$ cat src/rtl/crtc_pkg.sv
// ----------------------------------------------------------------------------
// crtc_pkg
// Shared types, constants and helper functions of the crt controller timing
// unit.
// ----------------------------------------------------------------------------
`default_nettype none

package crtc_pkg;

    typedef enum logic [1:0] {
        ACT_TICK  = 2'd0,
        ACT_WRITE = 2'd1,
        ACT_READ  = 2'd2,
        ACT_PEN   = 2'd3
    } t_action;

    localparam int unsigned NUM_STORED = 18;
    localparam int unsigned PEN_HI_REG = 16;
    localparam int unsigned PEN_LO_REG = 17;
    localparam logic [7:0]  MAX_SCAN_RESET = 8'd10;
    localparam logic [4:0]  VSYNC_FULL = 5'd17;

    // decoded control register fields used by the timing logic
    typedef struct packed {
        logic [7:0]  h_total;
        logic [7:0]  h_displayed;
        logic [7:0]  h_sync_pos;
        logic [3:0]  v_sync_width;
        logic [6:0]  v_total;
        logic [4:0]  v_adjust;
        logic [6:0]  v_displayed;
        logic [6:0]  v_sync_pos;
        logic [1:0]  mode;
        logic [4:0]  max_scan;
        logic [6:0]  cursor_start;
        logic [4:0]  cursor_end;
        logic [13:0] start_addr;
        logic [13:0] cursor_addr;
    } t_crtc_cfg;

    typedef struct packed {
        logic [13:0] mem_address;
        logic [4:0]  row_address;
        logic        display_enable;
        logic        cursor_active;
        logic        hsync_start;
        logic        vsync_level;
        logic        odd_field;
    } t_tim_res;

    function automatic logic [7:0] reg_mask(input logic [4:0] idx);
        logic [7:0] m;
        unique case (idx)
            5'd0, 5'd1, 5'd2, 5'd3:   m = 8'hFF;
            5'd4, 5'd6, 5'd7, 5'd10:  m = 8'h7F;
            5'd5, 5'd9, 5'd11:        m = 8'h1F;
            5'd8:                     m = 8'hF3;
            5'd12, 5'd14, 5'd16:      m = 8'h3F;
            5'd13, 5'd15, 5'd17:      m = 8'hFF;
            default:                  m = 8'h00;
        endcase
        return m;
    endfunction

    function automatic logic line_match(input logic [4:0] scan, input logic [4:0] target,
                                        input logic il);
        return (scan == target) || (il && (scan == (target >> 1)));
    endfunction

endpackage

`default_nettype wire

$ cat src/rtl/crtc_if.sv
// ----------------------------------------------------------------------------
// crtc_if
// Valid/ready channels of the crt controller timing unit: command words in,
// result words out.
// ----------------------------------------------------------------------------
`default_nettype none

interface crtc_cmd_if;
    logic       valid;
    logic       ready;
    logic [1:0] action;
    logic       reg_select;
    logic [7:0] write_data;

    modport source (output valid, output action, output reg_select, output write_data,
                    input ready);
    modport sink   (input valid, input action, input reg_select, input write_data,
                    output ready);
endinterface

interface crtc_res_if;
    logic        valid;
    logic        ready;
    logic [7:0]  read_data;
    logic [13:0] mem_address;
    logic [4:0]  row_address;
    logic        display_enable;
    logic        cursor_active;
    logic        hsync_start;
    logic        vsync_level;
    logic        odd_field;

    modport source (output valid, output read_data, output mem_address,
                    output row_address, output display_enable, output cursor_active,
                    output hsync_start, output vsync_level, output odd_field,
                    input ready);
    modport sink   (input valid, input read_data, input mem_address,
                    input row_address, input display_enable, input cursor_active,
                    input hsync_start, input vsync_level, input odd_field,
                    output ready);
endinterface

`default_nettype wire

$ cat src/rtl/crtc_regfile.sv
// ----------------------------------------------------------------------------
// crtc_regfile
// Index register and masked control registers with bus read, bus write and
// light pen capture.
// ----------------------------------------------------------------------------
`default_nettype none

module crtc_regfile (
    input  wire logic              i_clk,
    input  wire logic              i_rst_n,
    input  wire logic              i_step,
    input  crtc_pkg::t_action      i_action,
    input  wire logic              i_reg_select,
    input  wire logic [7:0]        i_write_data,
    input  wire logic [13:0]       i_refresh_addr,
    output logic [7:0]             o_read_data,
    output crtc_pkg::t_crtc_cfg    o_cfg
);

    logic [4:0] r_index;
    logic [7:0] r_regs [crtc_pkg::NUM_STORED];
    logic [7:0] w_sel_reg;

    always_ff @(posedge i_clk) begin
        if (!i_rst_n) begin
            r_index <= '0;
            for (int k = 0; k < crtc_pkg::NUM_STORED; k++) begin
                r_regs[k] <= '0;
            end
            r_regs[9] <= crtc_pkg::MAX_SCAN_RESET;
        end else if (i_step) begin
            if (i_action == crtc_pkg::ACT_WRITE) begin
                if (!i_reg_select) begin
                    r_index <= i_write_data[4:0];
                end else if (r_index < 5'(crtc_pkg::NUM_STORED)) begin
                    r_regs[r_index] <= i_write_data & crtc_pkg::reg_mask(r_index);
                end
            end else if (i_action == crtc_pkg::ACT_PEN) begin
                r_regs[crtc_pkg::PEN_HI_REG] <= {2'b00, i_refresh_addr[13:8]};
                r_regs[crtc_pkg::PEN_LO_REG] <= i_refresh_addr[7:0];
            end
        end
    end

    always_comb begin
        w_sel_reg = '0;
        if (r_index < 5'(crtc_pkg::NUM_STORED)) begin
            w_sel_reg = r_regs[r_index];
        end
    end

    always_comb begin
        o_read_data = '0;
        if (i_action == crtc_pkg::ACT_READ) begin
            o_read_data = i_reg_select ? w_sel_reg : {3'b000, r_index};
        end
    end

    assign o_cfg.h_total      = r_regs[0];
    assign o_cfg.h_displayed  = r_regs[1];
    assign o_cfg.h_sync_pos   = r_regs[2];
    assign o_cfg.v_sync_width = r_regs[3][7:4];
    assign o_cfg.v_total      = r_regs[4][6:0];
    assign o_cfg.v_adjust     = r_regs[5][4:0];
    assign o_cfg.v_displayed  = r_regs[6][6:0];
    assign o_cfg.v_sync_pos   = r_regs[7][6:0];
    assign o_cfg.mode         = r_regs[8][1:0];
    assign o_cfg.max_scan     = r_regs[9][4:0];
    assign o_cfg.cursor_start = r_regs[10][6:0];
    assign o_cfg.cursor_end   = r_regs[11][4:0];
    assign o_cfg.start_addr   = {r_regs[12][5:0], r_regs[13]};
    assign o_cfg.cursor_addr  = {r_regs[14][5:0], r_regs[15]};

endmodule

`default_nettype wire

$ cat src/rtl/crtc_timing.sv
// ----------------------------------------------------------------------------
// crtc_timing
// Horizontal, row, scan line and adjust counters with display enable,
// cursor, blink, vsync and interlace field logic.
// ----------------------------------------------------------------------------
`default_nettype none

module crtc_timing (
    input  wire logic              i_clk,
    input  wire logic              i_rst_n,
    input  wire logic              i_tick,
    input  crtc_pkg::t_crtc_cfg    i_cfg,
    output crtc_pkg::t_tim_res     o_res,
    output logic [13:0]            o_refresh_addr
);

    logic [7:0]  r_h, n_h;
    logic [6:0]  r_row, n_row;
    logic [4:0]  r_scan, n_scan;
    logic [4:0]  r_adj, n_adj;
    logic [13:0] r_ra, n_ra;
    logic [13:0] r_rsa, n_rsa;
    logic        r_disp, n_disp;
    logic        r_vdisp, n_vdisp;
    logic        r_cl_on, n_cl_on;
    logic        r_cl_done, n_cl_done;
    logic        r_blink, n_blink;
    logic [5:0]  r_frame, n_frame;
    logic [4:0]  r_vs_left, n_vs_left;
    logic        r_vs_rel, n_vs_rel;
    logic        r_vs_out, n_vs_out;
    logic        r_fodd, n_fodd;
    logic        r_half, n_half;
    logic        r_field, n_field;

    always_comb begin
        logic       il;
        logic [6:0] old_row;
        logic       hs;
        logic       cur;
        il        = (i_cfg.mode == 2'b11);
        old_row   = r_row;
        hs        = 1'b0;
        cur       = 1'b0;
        n_h       = r_h;
        n_row     = r_row;
        n_scan    = r_scan;
        n_adj     = r_adj;
        n_ra      = r_ra;
        n_rsa     = r_rsa;
        n_disp    = r_disp;
        n_vdisp   = r_vdisp;
        n_cl_on   = r_cl_on;
        n_cl_done = r_cl_done;
        n_blink   = r_blink;
        n_frame   = r_frame;
        n_vs_left = r_vs_left;
        n_vs_rel  = r_vs_rel;
        n_vs_out  = r_vs_out;
        n_fodd    = r_fodd;
        n_half    = r_half;
        n_field   = r_field;

        if (i_tick) begin
            if (r_h == i_cfg.h_displayed) begin
                n_disp = 1'b0;
            end
            hs = (r_h == i_cfg.h_sync_pos);
            if (n_disp) begin
                cur  = (r_ra == i_cfg.cursor_addr) && r_cl_on && r_blink;
                n_ra = r_ra + 14'd1;
            end
            if (r_vs_rel) begin
                n_vs_rel = 1'b0;
                n_vs_out = 1'b0;
            end
            if (r_half && (r_h == (i_cfg.h_total >> 1))) begin
                n_h    = '0;
                n_half = 1'b0;
            end else if (r_h == i_cfg.h_total) begin
                // end of scan line
                n_h = '0;
                if (crtc_pkg::line_match(r_scan, i_cfg.cursor_end, il)) begin
                    n_cl_on   = 1'b0;
                    n_cl_done = 1'b1;
                end
                if (r_adj != '0) begin
                    n_scan = r_scan + 5'd1;
                    n_ra   = r_rsa;
                    n_adj  = r_adj - 5'd1;
                    if (n_adj == '0) begin
                        n_vdisp = 1'b1;
                        n_ra    = i_cfg.start_addr;
                        n_rsa   = i_cfg.start_addr;
                        n_scan  = '0;
                    end
                end else if (crtc_pkg::line_match(r_scan, i_cfg.max_scan, il)) begin
                    // end of character row
                    n_rsa     = n_ra;
                    n_scan    = '0;
                    n_cl_on   = 1'b0;
                    n_cl_done = 1'b0;
                    n_row     = r_row + 7'd1;
                    if (n_row == i_cfg.v_displayed) begin
                        n_vdisp = 1'b0;
                    end
                    if (old_row == i_cfg.v_total) begin
                        n_row = '0;
                        n_adj = i_cfg.v_adjust;
                        if (i_cfg.v_adjust == '0) begin
                            n_vdisp = 1'b1;
                            n_ra    = i_cfg.start_addr;
                            n_rsa   = i_cfg.start_addr;
                        end
                        n_frame = r_frame + 6'd1;
                        unique case (i_cfg.cursor_start[6:5])
                            2'd0:    n_blink = 1'b1;
                            2'd1:    n_blink = 1'b0;
                            2'd2:    n_blink = n_frame[4];
                            default: n_blink = n_frame[5];
                        endcase
                    end
                    if (n_row == i_cfg.v_sync_pos) begin
                        n_fodd = !r_fodd;
                        if (n_fodd) begin
                            n_half = i_cfg.mode[0];
                        end
                        n_field  = n_fodd && i_cfg.mode[0];
                        n_vs_out = 1'b1;
                        n_vs_left = (i_cfg.v_sync_width == '0) ? crtc_pkg::VSYNC_FULL
                                  : {1'b0, i_cfg.v_sync_width} + 5'd1;
                    end
                end else begin
                    n_scan = r_scan + 5'd1;
                    n_ra   = r_rsa;
                end
                if (crtc_pkg::line_match(n_scan, i_cfg.cursor_start[4:0], il)
                        && !n_cl_done) begin
                    n_cl_on = 1'b1;
                end
                if (n_vs_left != '0) begin
                    n_vs_left = n_vs_left - 5'd1;
                    if (n_vs_left == '0) begin
                        n_vs_rel = 1'b1;
                        if (n_fodd) begin
                            n_half = i_cfg.mode[0];
                        end
                    end
                end
                n_disp = n_vdisp;
            end else begin
                n_h = r_h + 8'd1;
            end
        end

        o_res.mem_address    = r_ra;
        o_res.row_address    = r_scan;
        o_res.display_enable = i_tick ? (r_disp && (r_h != i_cfg.h_displayed)) : r_disp;
        o_res.cursor_active  = cur;
        o_res.hsync_start    = hs;
        o_res.vsync_level    = n_vs_out;
        o_res.odd_field      = n_field;
    end

    assign o_refresh_addr = r_ra;

    always_ff @(posedge i_clk) begin
        if (!i_rst_n) begin
            r_h       <= '0;
            r_row     <= '0;
            r_scan    <= '0;
            r_adj     <= '0;
            r_ra      <= '0;
            r_rsa     <= '0;
            r_disp    <= 1'b0;
            r_vdisp   <= 1'b0;
            r_cl_on   <= 1'b0;
            r_cl_done <= 1'b0;
            r_blink   <= 1'b0;
            r_frame   <= '0;
            r_vs_left <= '0;
            r_vs_rel  <= 1'b0;
            r_vs_out  <= 1'b0;
            r_fodd    <= 1'b0;
            r_half    <= 1'b0;
            r_field   <= 1'b0;
        end else begin
            r_h       <= n_h;
            r_row     <= n_row;
            r_scan    <= n_scan;
            r_adj     <= n_adj;
            r_ra      <= n_ra;
            r_rsa     <= n_rsa;
            r_disp    <= n_disp;
            r_vdisp   <= n_vdisp;
            r_cl_on   <= n_cl_on;
            r_cl_done <= n_cl_done;
            r_blink   <= n_blink;
            r_frame   <= n_frame;
            r_vs_left <= n_vs_left;
            r_vs_rel  <= n_vs_rel;
            r_vs_out  <= n_vs_out;
            r_fodd    <= n_fodd;
            r_half    <= n_half;
            r_field   <= n_field;
        end
    end

    // a running vsync count always goes with the vsync level high
    a_vsync_count_level: assert property (@(posedge i_clk) disable iff (!i_rst_n)
        (r_vs_left != '0) |-> r_vs_out)
        else $error("vsync count running with vsync low");

    // cursor line cannot be both on and finished
    a_cursor_line_flags: assert property (@(posedge i_clk) disable iff (!i_rst_n)
        !(r_cl_on && r_cl_done))
        else $error("cursor line on after its end line");

    // counters only move on a tick
    a_hold_without_tick: assert property (@(posedge i_clk) disable iff (!i_rst_n)
        !i_tick |=> $stable(r_h) && $stable(r_ra) && $stable(r_scan))
        else $error("timing state changed without a tick");

endmodule

`default_nettype wire

$ cat src/rtl/crt_controller_timing_unit.sv
// ----------------------------------------------------------------------------
// crt_controller_timing_unit
// 6845 style crt controller: bus access to the control registers and
// character clock timing, one command word in and one result word out.
//
//   channel  dir  word                                       accepted when
//   i_cmd    in   action, reg_select, write_data             valid && ready
//   o_res    out  read_data, mem_address, row_address,       valid && ready
//                 display_enable, cursor_active, hsync_start,
//                 vsync_level, odd_field
//
// one command word per clock while o_res is not stalled: input register,
// register file and counter logic, result register.
// the result register holds a word while o_res is stalled; the input register
// keeps accepting as long as the step ahead of it can move.
// synchronous active-low reset restores the register file (R9 = 10) and
// clears all counters; the unit accepts commands in the cycle after reset.
// ----------------------------------------------------------------------------
`default_nettype none

module crt_controller_timing_unit (
    input  wire logic   i_clk,
    input  wire logic   i_rst_n,
    crtc_cmd_if.sink    i_cmd,
    crtc_res_if.source  o_res
);

    logic                 r_in_valid;
    crtc_pkg::t_action    r_in_action;
    logic                 r_in_sel;
    logic [7:0]           r_in_data;

    logic                 r_out_valid;
    logic [7:0]           r_out_rd;
    crtc_pkg::t_tim_res   r_out_tim;

    logic                 w_step;
    logic                 w_tick;
    logic [7:0]           w_read_data;
    logic [13:0]          w_refresh_addr;
    crtc_pkg::t_crtc_cfg  w_cfg;
    crtc_pkg::t_tim_res   w_tim;

    assign w_step = r_in_valid && (!r_out_valid || o_res.ready);
    assign w_tick = w_step && (r_in_action == crtc_pkg::ACT_TICK);
    assign i_cmd.ready = !r_in_valid || w_step;

    always_ff @(posedge i_clk) begin
        if (!i_rst_n) begin
            r_in_valid <= 1'b0;
        end else if (i_cmd.ready) begin
            r_in_valid <= i_cmd.valid;
        end
    end

    always_ff @(posedge i_clk) begin
        if (i_cmd.valid && i_cmd.ready) begin
            r_in_action <= crtc_pkg::t_action'(i_cmd.action);
            r_in_sel    <= i_cmd.reg_select;
            r_in_data   <= i_cmd.write_data;
        end
    end

    crtc_regfile u_regfile (
        .i_clk          (i_clk),
        .i_rst_n        (i_rst_n),
        .i_step         (w_step),
        .i_action       (r_in_action),
        .i_reg_select   (r_in_sel),
        .i_write_data   (r_in_data),
        .i_refresh_addr (w_refresh_addr),
        .o_read_data    (w_read_data),
        .o_cfg          (w_cfg)
    );

    crtc_timing u_timing (
        .i_clk          (i_clk),
        .i_rst_n        (i_rst_n),
        .i_tick         (w_tick),
        .i_cfg          (w_cfg),
        .o_res          (w_tim),
        .o_refresh_addr (w_refresh_addr)
    );

    always_ff @(posedge i_clk) begin
        if (!i_rst_n) begin
            r_out_valid <= 1'b0;
        end else if (w_step) begin
            r_out_valid <= 1'b1;
        end else if (o_res.ready) begin
            r_out_valid <= 1'b0;
        end
    end

    always_ff @(posedge i_clk) begin
        if (w_step) begin
            r_out_rd  <= w_read_data;
            r_out_tim <= w_tim;
        end
    end

    assign o_res.valid          = r_out_valid;
    assign o_res.read_data      = r_out_rd;
    assign o_res.mem_address    = r_out_tim.mem_address;
    assign o_res.row_address    = r_out_tim.row_address;
    assign o_res.display_enable = r_out_tim.display_enable;
    assign o_res.cursor_active  = r_out_tim.cursor_active;
    assign o_res.hsync_start    = r_out_tim.hsync_start;
    assign o_res.vsync_level    = r_out_tim.vsync_level;
    assign o_res.odd_field      = r_out_tim.odd_field;

    // input register only blocks while it holds a word that cannot move
    a_ready_blocked: assert property (@(posedge i_clk) disable iff (!i_rst_n)
        !i_cmd.ready |-> (r_in_valid && r_out_valid && !o_res.ready))
        else $error("input stalled without a full pipeline");

    // every step lands in the result register
    a_step_result: assert property (@(posedge i_clk) disable iff (!i_rst_n)
        w_step |=> r_out_valid)
        else $error("step produced no result word");

    // only bus reads return data
    a_read_only_data: assert property (@(posedge i_clk) disable iff (!i_rst_n)
        (w_step && (r_in_action != crtc_pkg::ACT_READ)) |=> (r_out_rd == '0))
        else $error("read data on a non-read word");

    // cursor and hsync only come from ticks
    a_tick_only_flags: assert property (@(posedge i_clk) disable iff (!i_rst_n)
        (w_step && !w_tick) |=> (!r_out_tim.cursor_active && !r_out_tim.hsync_start))
        else $error("tick flags on a non-tick word");

endmodule

`default_nettype wire
$ cat src/flat_wrapper.sv
// flat-port wrapper written by rule: the top's interface ports become plain ports
module crt_controller_timing_unit_flat 
  (i_clk, i_rst_n, i_cmd_valid, i_cmd_action, i_cmd_reg_select, i_cmd_write_data, i_cmd_ready, o_res_valid, o_res_read_data, o_res_mem_address, o_res_row_address, o_res_display_enable, o_res_cursor_active, o_res_hsync_start, o_res_vsync_level, o_res_odd_field, o_res_ready);
  crtc_cmd_if i_cmd_i ();
  crtc_res_if o_res_i ();
  input  wire logic i_clk;
  input  wire logic i_rst_n;
  input wire logic [$bits(i_cmd_i.valid)-1:0] i_cmd_valid;
  input wire logic [$bits(i_cmd_i.action)-1:0] i_cmd_action;
  input wire logic [$bits(i_cmd_i.reg_select)-1:0] i_cmd_reg_select;
  input wire logic [$bits(i_cmd_i.write_data)-1:0] i_cmd_write_data;
  output wire logic [$bits(i_cmd_i.ready)-1:0] i_cmd_ready;
  output wire logic [$bits(o_res_i.valid)-1:0] o_res_valid;
  output wire logic [$bits(o_res_i.read_data)-1:0] o_res_read_data;
  output wire logic [$bits(o_res_i.mem_address)-1:0] o_res_mem_address;
  output wire logic [$bits(o_res_i.row_address)-1:0] o_res_row_address;
  output wire logic [$bits(o_res_i.display_enable)-1:0] o_res_display_enable;
  output wire logic [$bits(o_res_i.cursor_active)-1:0] o_res_cursor_active;
  output wire logic [$bits(o_res_i.hsync_start)-1:0] o_res_hsync_start;
  output wire logic [$bits(o_res_i.vsync_level)-1:0] o_res_vsync_level;
  output wire logic [$bits(o_res_i.odd_field)-1:0] o_res_odd_field;
  input wire logic [$bits(o_res_i.ready)-1:0] o_res_ready;
  assign i_cmd_i.valid = i_cmd_valid;
  assign i_cmd_i.action = i_cmd_action;
  assign i_cmd_i.reg_select = i_cmd_reg_select;
  assign i_cmd_i.write_data = i_cmd_write_data;
  assign i_cmd_ready = i_cmd_i.ready;
  assign o_res_valid = o_res_i.valid;
  assign o_res_read_data = o_res_i.read_data;
  assign o_res_mem_address = o_res_i.mem_address;
  assign o_res_row_address = o_res_i.row_address;
  assign o_res_display_enable = o_res_i.display_enable;
  assign o_res_cursor_active = o_res_i.cursor_active;
  assign o_res_hsync_start = o_res_i.hsync_start;
  assign o_res_vsync_level = o_res_i.vsync_level;
  assign o_res_odd_field = o_res_i.odd_field;
  assign o_res_i.ready = o_res_ready;
  crt_controller_timing_unit u_core (.i_clk(i_clk), .i_rst_n(i_rst_n), .i_cmd(i_cmd_i), .o_res(o_res_i));
endmodule
$ cat config.mk
export PLATFORM = sky130hd
export DESIGN_NAME = crt_controller_timing_unit_flat
export DESIGN_NICKNAME = d
export VERILOG_FILES = /design/src/rtl/crtc_pkg.sv /design/src/rtl/crtc_if.sv /design/src/rtl/crtc_regfile.sv /design/src/rtl/crtc_timing.sv /design/src/rtl/crt_controller_timing_unit.sv /design/src/flat_wrapper.sv
export SDC_FILE = /design/constraint.sdc
export NUM_CORES = 1
export LEC_CHECK = 0
export BUFFER_PORTS_ARGS = -buffer_cell sky130_fd_sc_hd__buf_4
export CAP_MARGIN = 40
export CORE_ASPECT_RATIO = 1.1
export CORE_MARGIN = 2
export CORE_UTILIZATION = 57
export DETAILED_ROUTE_END_ITERATION = 12
export PLACE_DENSITY = 0.87
export SLEW_MARGIN = 25
export SYNTH_ARGS = -nofsm -noshare
export SYNTH_HDL_FRONTEND = slang
export SYNTH_SLANG_ARGS = --single-unit
export TNS_END_PERCENT = 20
$ cat constraint.sdc
create_clock -name i_clk -period 4.15 [get_ports i_clk]
set_input_delay 0.2075 -clock i_clk [delete_from_list [all_inputs] [get_ports i_clk]]
set_output_delay 0.2075 -clock i_clk [all_outputs]
set_load 0.02 [all_outputs]
==> summary by stage <==
Status
The flow ran to the end, and the final reports show no timing, DRC or antenna violations.

Floorplan
The die covers about 34000 sq um. The height of the chip is 193 um. The floorplan has 69 rows.

The core region is around 32000 sq um. The initial standard-cell utilization of the core is between 50 and 60%. From left edge to right edge, the die measures 176 um.

approximately 50 I/O pins were placed.

Global routing
The number of global-route vias before repair is about 14000. For this run, global-route usage on met2 was measured as about half. The first global-routing pass estimated 77.7 mm of wire.

The total grt overflow is 0. In the global route stage, met3 resource usage came out at just under 8%. The total routing resource utilization after global routing is a little under a third. The routing layer with the top usage in global route is met2. The number of antenna violations at the first check in global routing came to 2. The maximum number of pins on one net before global-route repair is 61. Global routing used a little over a third of the available met1 tracks.

STA
The worst path needs approximately 4.0 ns of the cycle, external delays included. For this run, the top clock speed supported by timing is ~0.25 GHz. The worst-margin pin slew is ~0.86 ns. The final-report max-slew violation count was 0.

The slack of the critical path is 0.135 ns. Setup repair after global routing could not meet its margin everywhere. The setup skew after layout is 0.0277 ns.

The number of endpoints failing setup at the final stage is 0. The post-route clock period utilization is around 97%. The count of final hold-check violations is 0. Headroom to the max-slew limit came out at a little over two fifths.

Final layout
The number of filler cells placed in the layout is 2204. The multi-input combinational cells in the finished layout cover a total of 7640 sq um. The final standard cell area without fillers is around 22000 sq um. In the final layout, the share of cells above drive strength 1 is roughly 18%.

The combined flip-flop and latch cell area is roughly 11000 sq um. Compared with the post-synthesis result, the final layout area differs by 16.6%. The net count of the finished layout is roughly 1700.

Pwr
VDD sags by at most between 0.0004 and 0.0005 V. In this run the power density over the cells is about 400 nW/um^2. The leakage power total is 0.00773 uW.

Clock tree
The later-pin clock latency in the skew report is approximately 0.56 ns. The count of H-tree levels built during CTS is 2. The number of clock buffers added by TritonCTS is 41. Counting along the longest clock path gives a buffer depth of 3. The number of sinks on the clock net is just under 400. The clock tree root buffer cell is clkbuf_16. After clock tree synthesis, the clock-pin slew on the worst setup and hold paths is ~0.06 ns. TritonCTS built the clock tree.

Yosys
The mapped cell area is about 18000 sq um. In this run the mean area of a mapped cell was 12.2 sq um. For this run, the number of Yosys warnings is 0. The main combinational cell family by area after synthesis is simple AND/OR/NAND/NOR gates. Summing the areas of all xor and xnor instances in the mapped netlist gives under 10% of the synthesized area.

Synthesis produced roughly 1500 cells. Among all flip-flop cells after synthesis, the most frequent one is edfxtp_1. The async set-or-reset flop fraction in the synthesized netlist is 0%.

Sequential elements use between 50% and 60% of the synthesized area. The simple logic cell fraction of the synthesized area is about an eighth. The count of distinct cell types in the synthesized netlist is 80. The multiplexer share of the synthesized area is 11.4%. The total of flip-flops plus latches after synthesis is between 300 and 400. Counting flops with a built-in enable in the synthesized netlist gives ~300.

The synthesized netlist devotes around 7.1% of its cell area to compound gates. The adder-cell share of the synthesized area is less than 1%.

Detailed routing
Before antenna repair, the detailed router went through 9 iterations. The detailed-route vias per instance is 6.37. For this run, design rule violations remaining after detail routing come to 0. Across all layers, the routed design uses 13800 vias.

For this block, the initial DRC count from the detailed router was around 2100. The number of routed nets with antenna violations is 0. The post-detailed-routing wire length is roughly 50 mm. The post-detailed-route wirelength per cell is about 24 um.

Placement
The number of port buffers is 48. The cell area after placement is 19900 sq um. The post-DP HPWL is 33.5 mm. Before CTS, the worst setup slack after placement is -0.0567 ns.

The placer congestion estimate is ~0.95.

Critical path
At the worst endpoint, the required time is between 4 and 5 ns. The worst setup path is launched from a flip-flop. The data arrival time of the critical path is roughly 4.5 ns. The worst setup path is captured at a flip-flop. The critical path is of the flip-flop to flip-flop type. The largest driver fanout on the critical path is 6.

Min path
The worst hold path belongs to the class primary input to flip-flop.

Flow run
The number of maximum-capacitance constraint violations is 0.
-- flip-flops by register name (all words and copies together) (netlist names), 2 cells and up, named ones only --
signal / count
u_core.u_regfile.r_regs: 256
u_core.o_res.mem_address: 14
u_core.u_timing.o_refresh_addr: 14
u_core.u_timing.r_rsa: 14
u_core.o_res.read_data: 8
u_core.r_in_data: 8
u_core.u_timing.r_h: 8
u_core.u_timing.r_row: 7
u_core.u_timing.r_frame: 6
u_core.o_res.row_address: 5
u_core.u_regfile.r_index: 5
u_core.u_timing.r_adj: 5
u_core.u_timing.r_scan: 5
u_core.u_timing.r_vs_left: 5
u_core.r_in_action: 2
-- area by class of cell --
type	count	area share, %
inverters	38	0.674
flip-flops and latches	390	50.2
multi-input cells	1102	35.5
well taps	426	2.48
clock inverters	14	0.686
diodes	1	0.0116
clock buffers	61	5.49
repair buffers	135	4.99
-- path summary, 6_finish.rpt --
kind / from / to / slack, ns / depth (start not counted)
setup / recovery: u_core.u_regfile.r_regs[4][4] / u_core.u_timing.r_half / 0.13 / 17
hold / removal: i_rst_n / u_core.u_regfile.r_regs[9][5] / 0.15 / 4
setup reg to reg: u_core.u_regfile.r_regs[4][4] / u_core.u_timing.r_half / 0.13 / 17
hold reg to reg: u_core.u_timing.r_rsa[12] / u_core.u_timing.r_rsa[12] / 0.45 / 2
-- synth_stat cells, drive strengths merged, types with 7 or more instances --
cell | count | area, sq um
mux4 | 80 | 1800
nand2b | 14 | 95.1
ha | 13 | 163
and2 | 7 | 43.8
buf | 35 | 178
and3 | 9 | 56.3
nand4 | 21 | 131
a21oi | 72 | 360
dfxtp | 91 | 1820
clkbuf | 60 | 225
nand2 | 125 | 472
mux2i | 26 | 260
o22ai | 9 | 56.3
nor3 | 35 | 195
o21ai | 60 | 300
inv | 37 | 139
nand3 | 37 | 185
edfxtp | 299 | 8980
nand3b | 8 | 60.1
xor2 | 43 | 377
nor4 | 9 | 71.3
o211ai | 9 | 72.6
nor2 | 234 | 881
xnor2 | 85 | 744
a31oi | 10 | 62.6
or3 | 10 | 62.6
-- metal layers --
metal  up-vias  wire [um]  share of wire, %
li1       5837          -                 -
met1      6627      17200                33
met2      1023      24000                47
met3       305       6110                12
met4         2       4050               7.9
met5         -         13             0.025
-- stage by stage --
step           hold slack, ns  setup TNS, ns  util (%)  std cells  total power, uW
4_1_cts                 0.249              0      66.5       2155             8380
3_5_place_dp            0.387        -0.0567      62.0       2067             4800
5_1_grt                 0.197        -0.0459      67.0       2166             8610
2_1_floorplan           0.306              0         -       1625             4660
3_3_place_gp            0.388              0      61.9       2066             4780
6_report                0.154              0      67.1       2167             8420
-- power breakdown --
group          leakage [uW]  switching [uW]  internal, uW
clock network      0.000657            1540          2110
logic               0.00338             227           147
registers           0.00369            85.3          4310
-- worst max-delay path, cell delays in order (launching register included) --
cell	delay, ns
edfxtp_1	0.42
xor2_1	0.19
nor4_4	0.41
nand2_2	0.17
a211oi_2	0.26
o211ai_2	0.13
or3_4	0.47
mux2_4	0.35
inv_4	0.07
ha_4	0.14
buf_4	0.13
nor2_1	0.05
a211oi_2	0.23
a2111oi_2	0.07
o21ai_1	0.17
a211oi_2	0.08
o41a_1	0.39
o211ai_1	0.18
-- layout by cell type (no fill, tap or decap), types with 57 or more instances in the layout --
| master | count |
|---|---|
| a21oi_1 | 71 |
| buf_4 | 117 |
| conb_1 | 112 |
| dfxtp_1 | 87 |
| edfxtp_1 | 299 |
| mux4_2 | 80 |
| nand2_1 | 124 |
| nor2_1 | 233 |
| o21ai_0 | 57 |
| xnor2_1 | 85 |
-- timing repair --
action,4_1_cts,5_1_grt
hold endpoints to repair,13,0
pin swaps,0,10
setup buffers,0,10
cloned,0,0
hold buffers,13,0
gates resized for setup,2,23
endpoints found under the setup margin,2,4
-- logic make-up (layout without fill, tap and decap cells) --
| family | after synthesis | in the layout |
|---|---|---|
| AND/OR/NAND/NOR | 528 | 528 |
| flip-flops | 390 | 390 |
| AO/OA/AOI/OAI | 211 | 211 |
| buffers and inverters | 133 | 248 |
| XOR/XNOR | 129 | 129 |
| multiplexers | 109 | 109 |
| adder cells (fa/ha/maj) | 13 | 13 |
| other | 1 | 113 |
(Power assumes the default switching activity.)
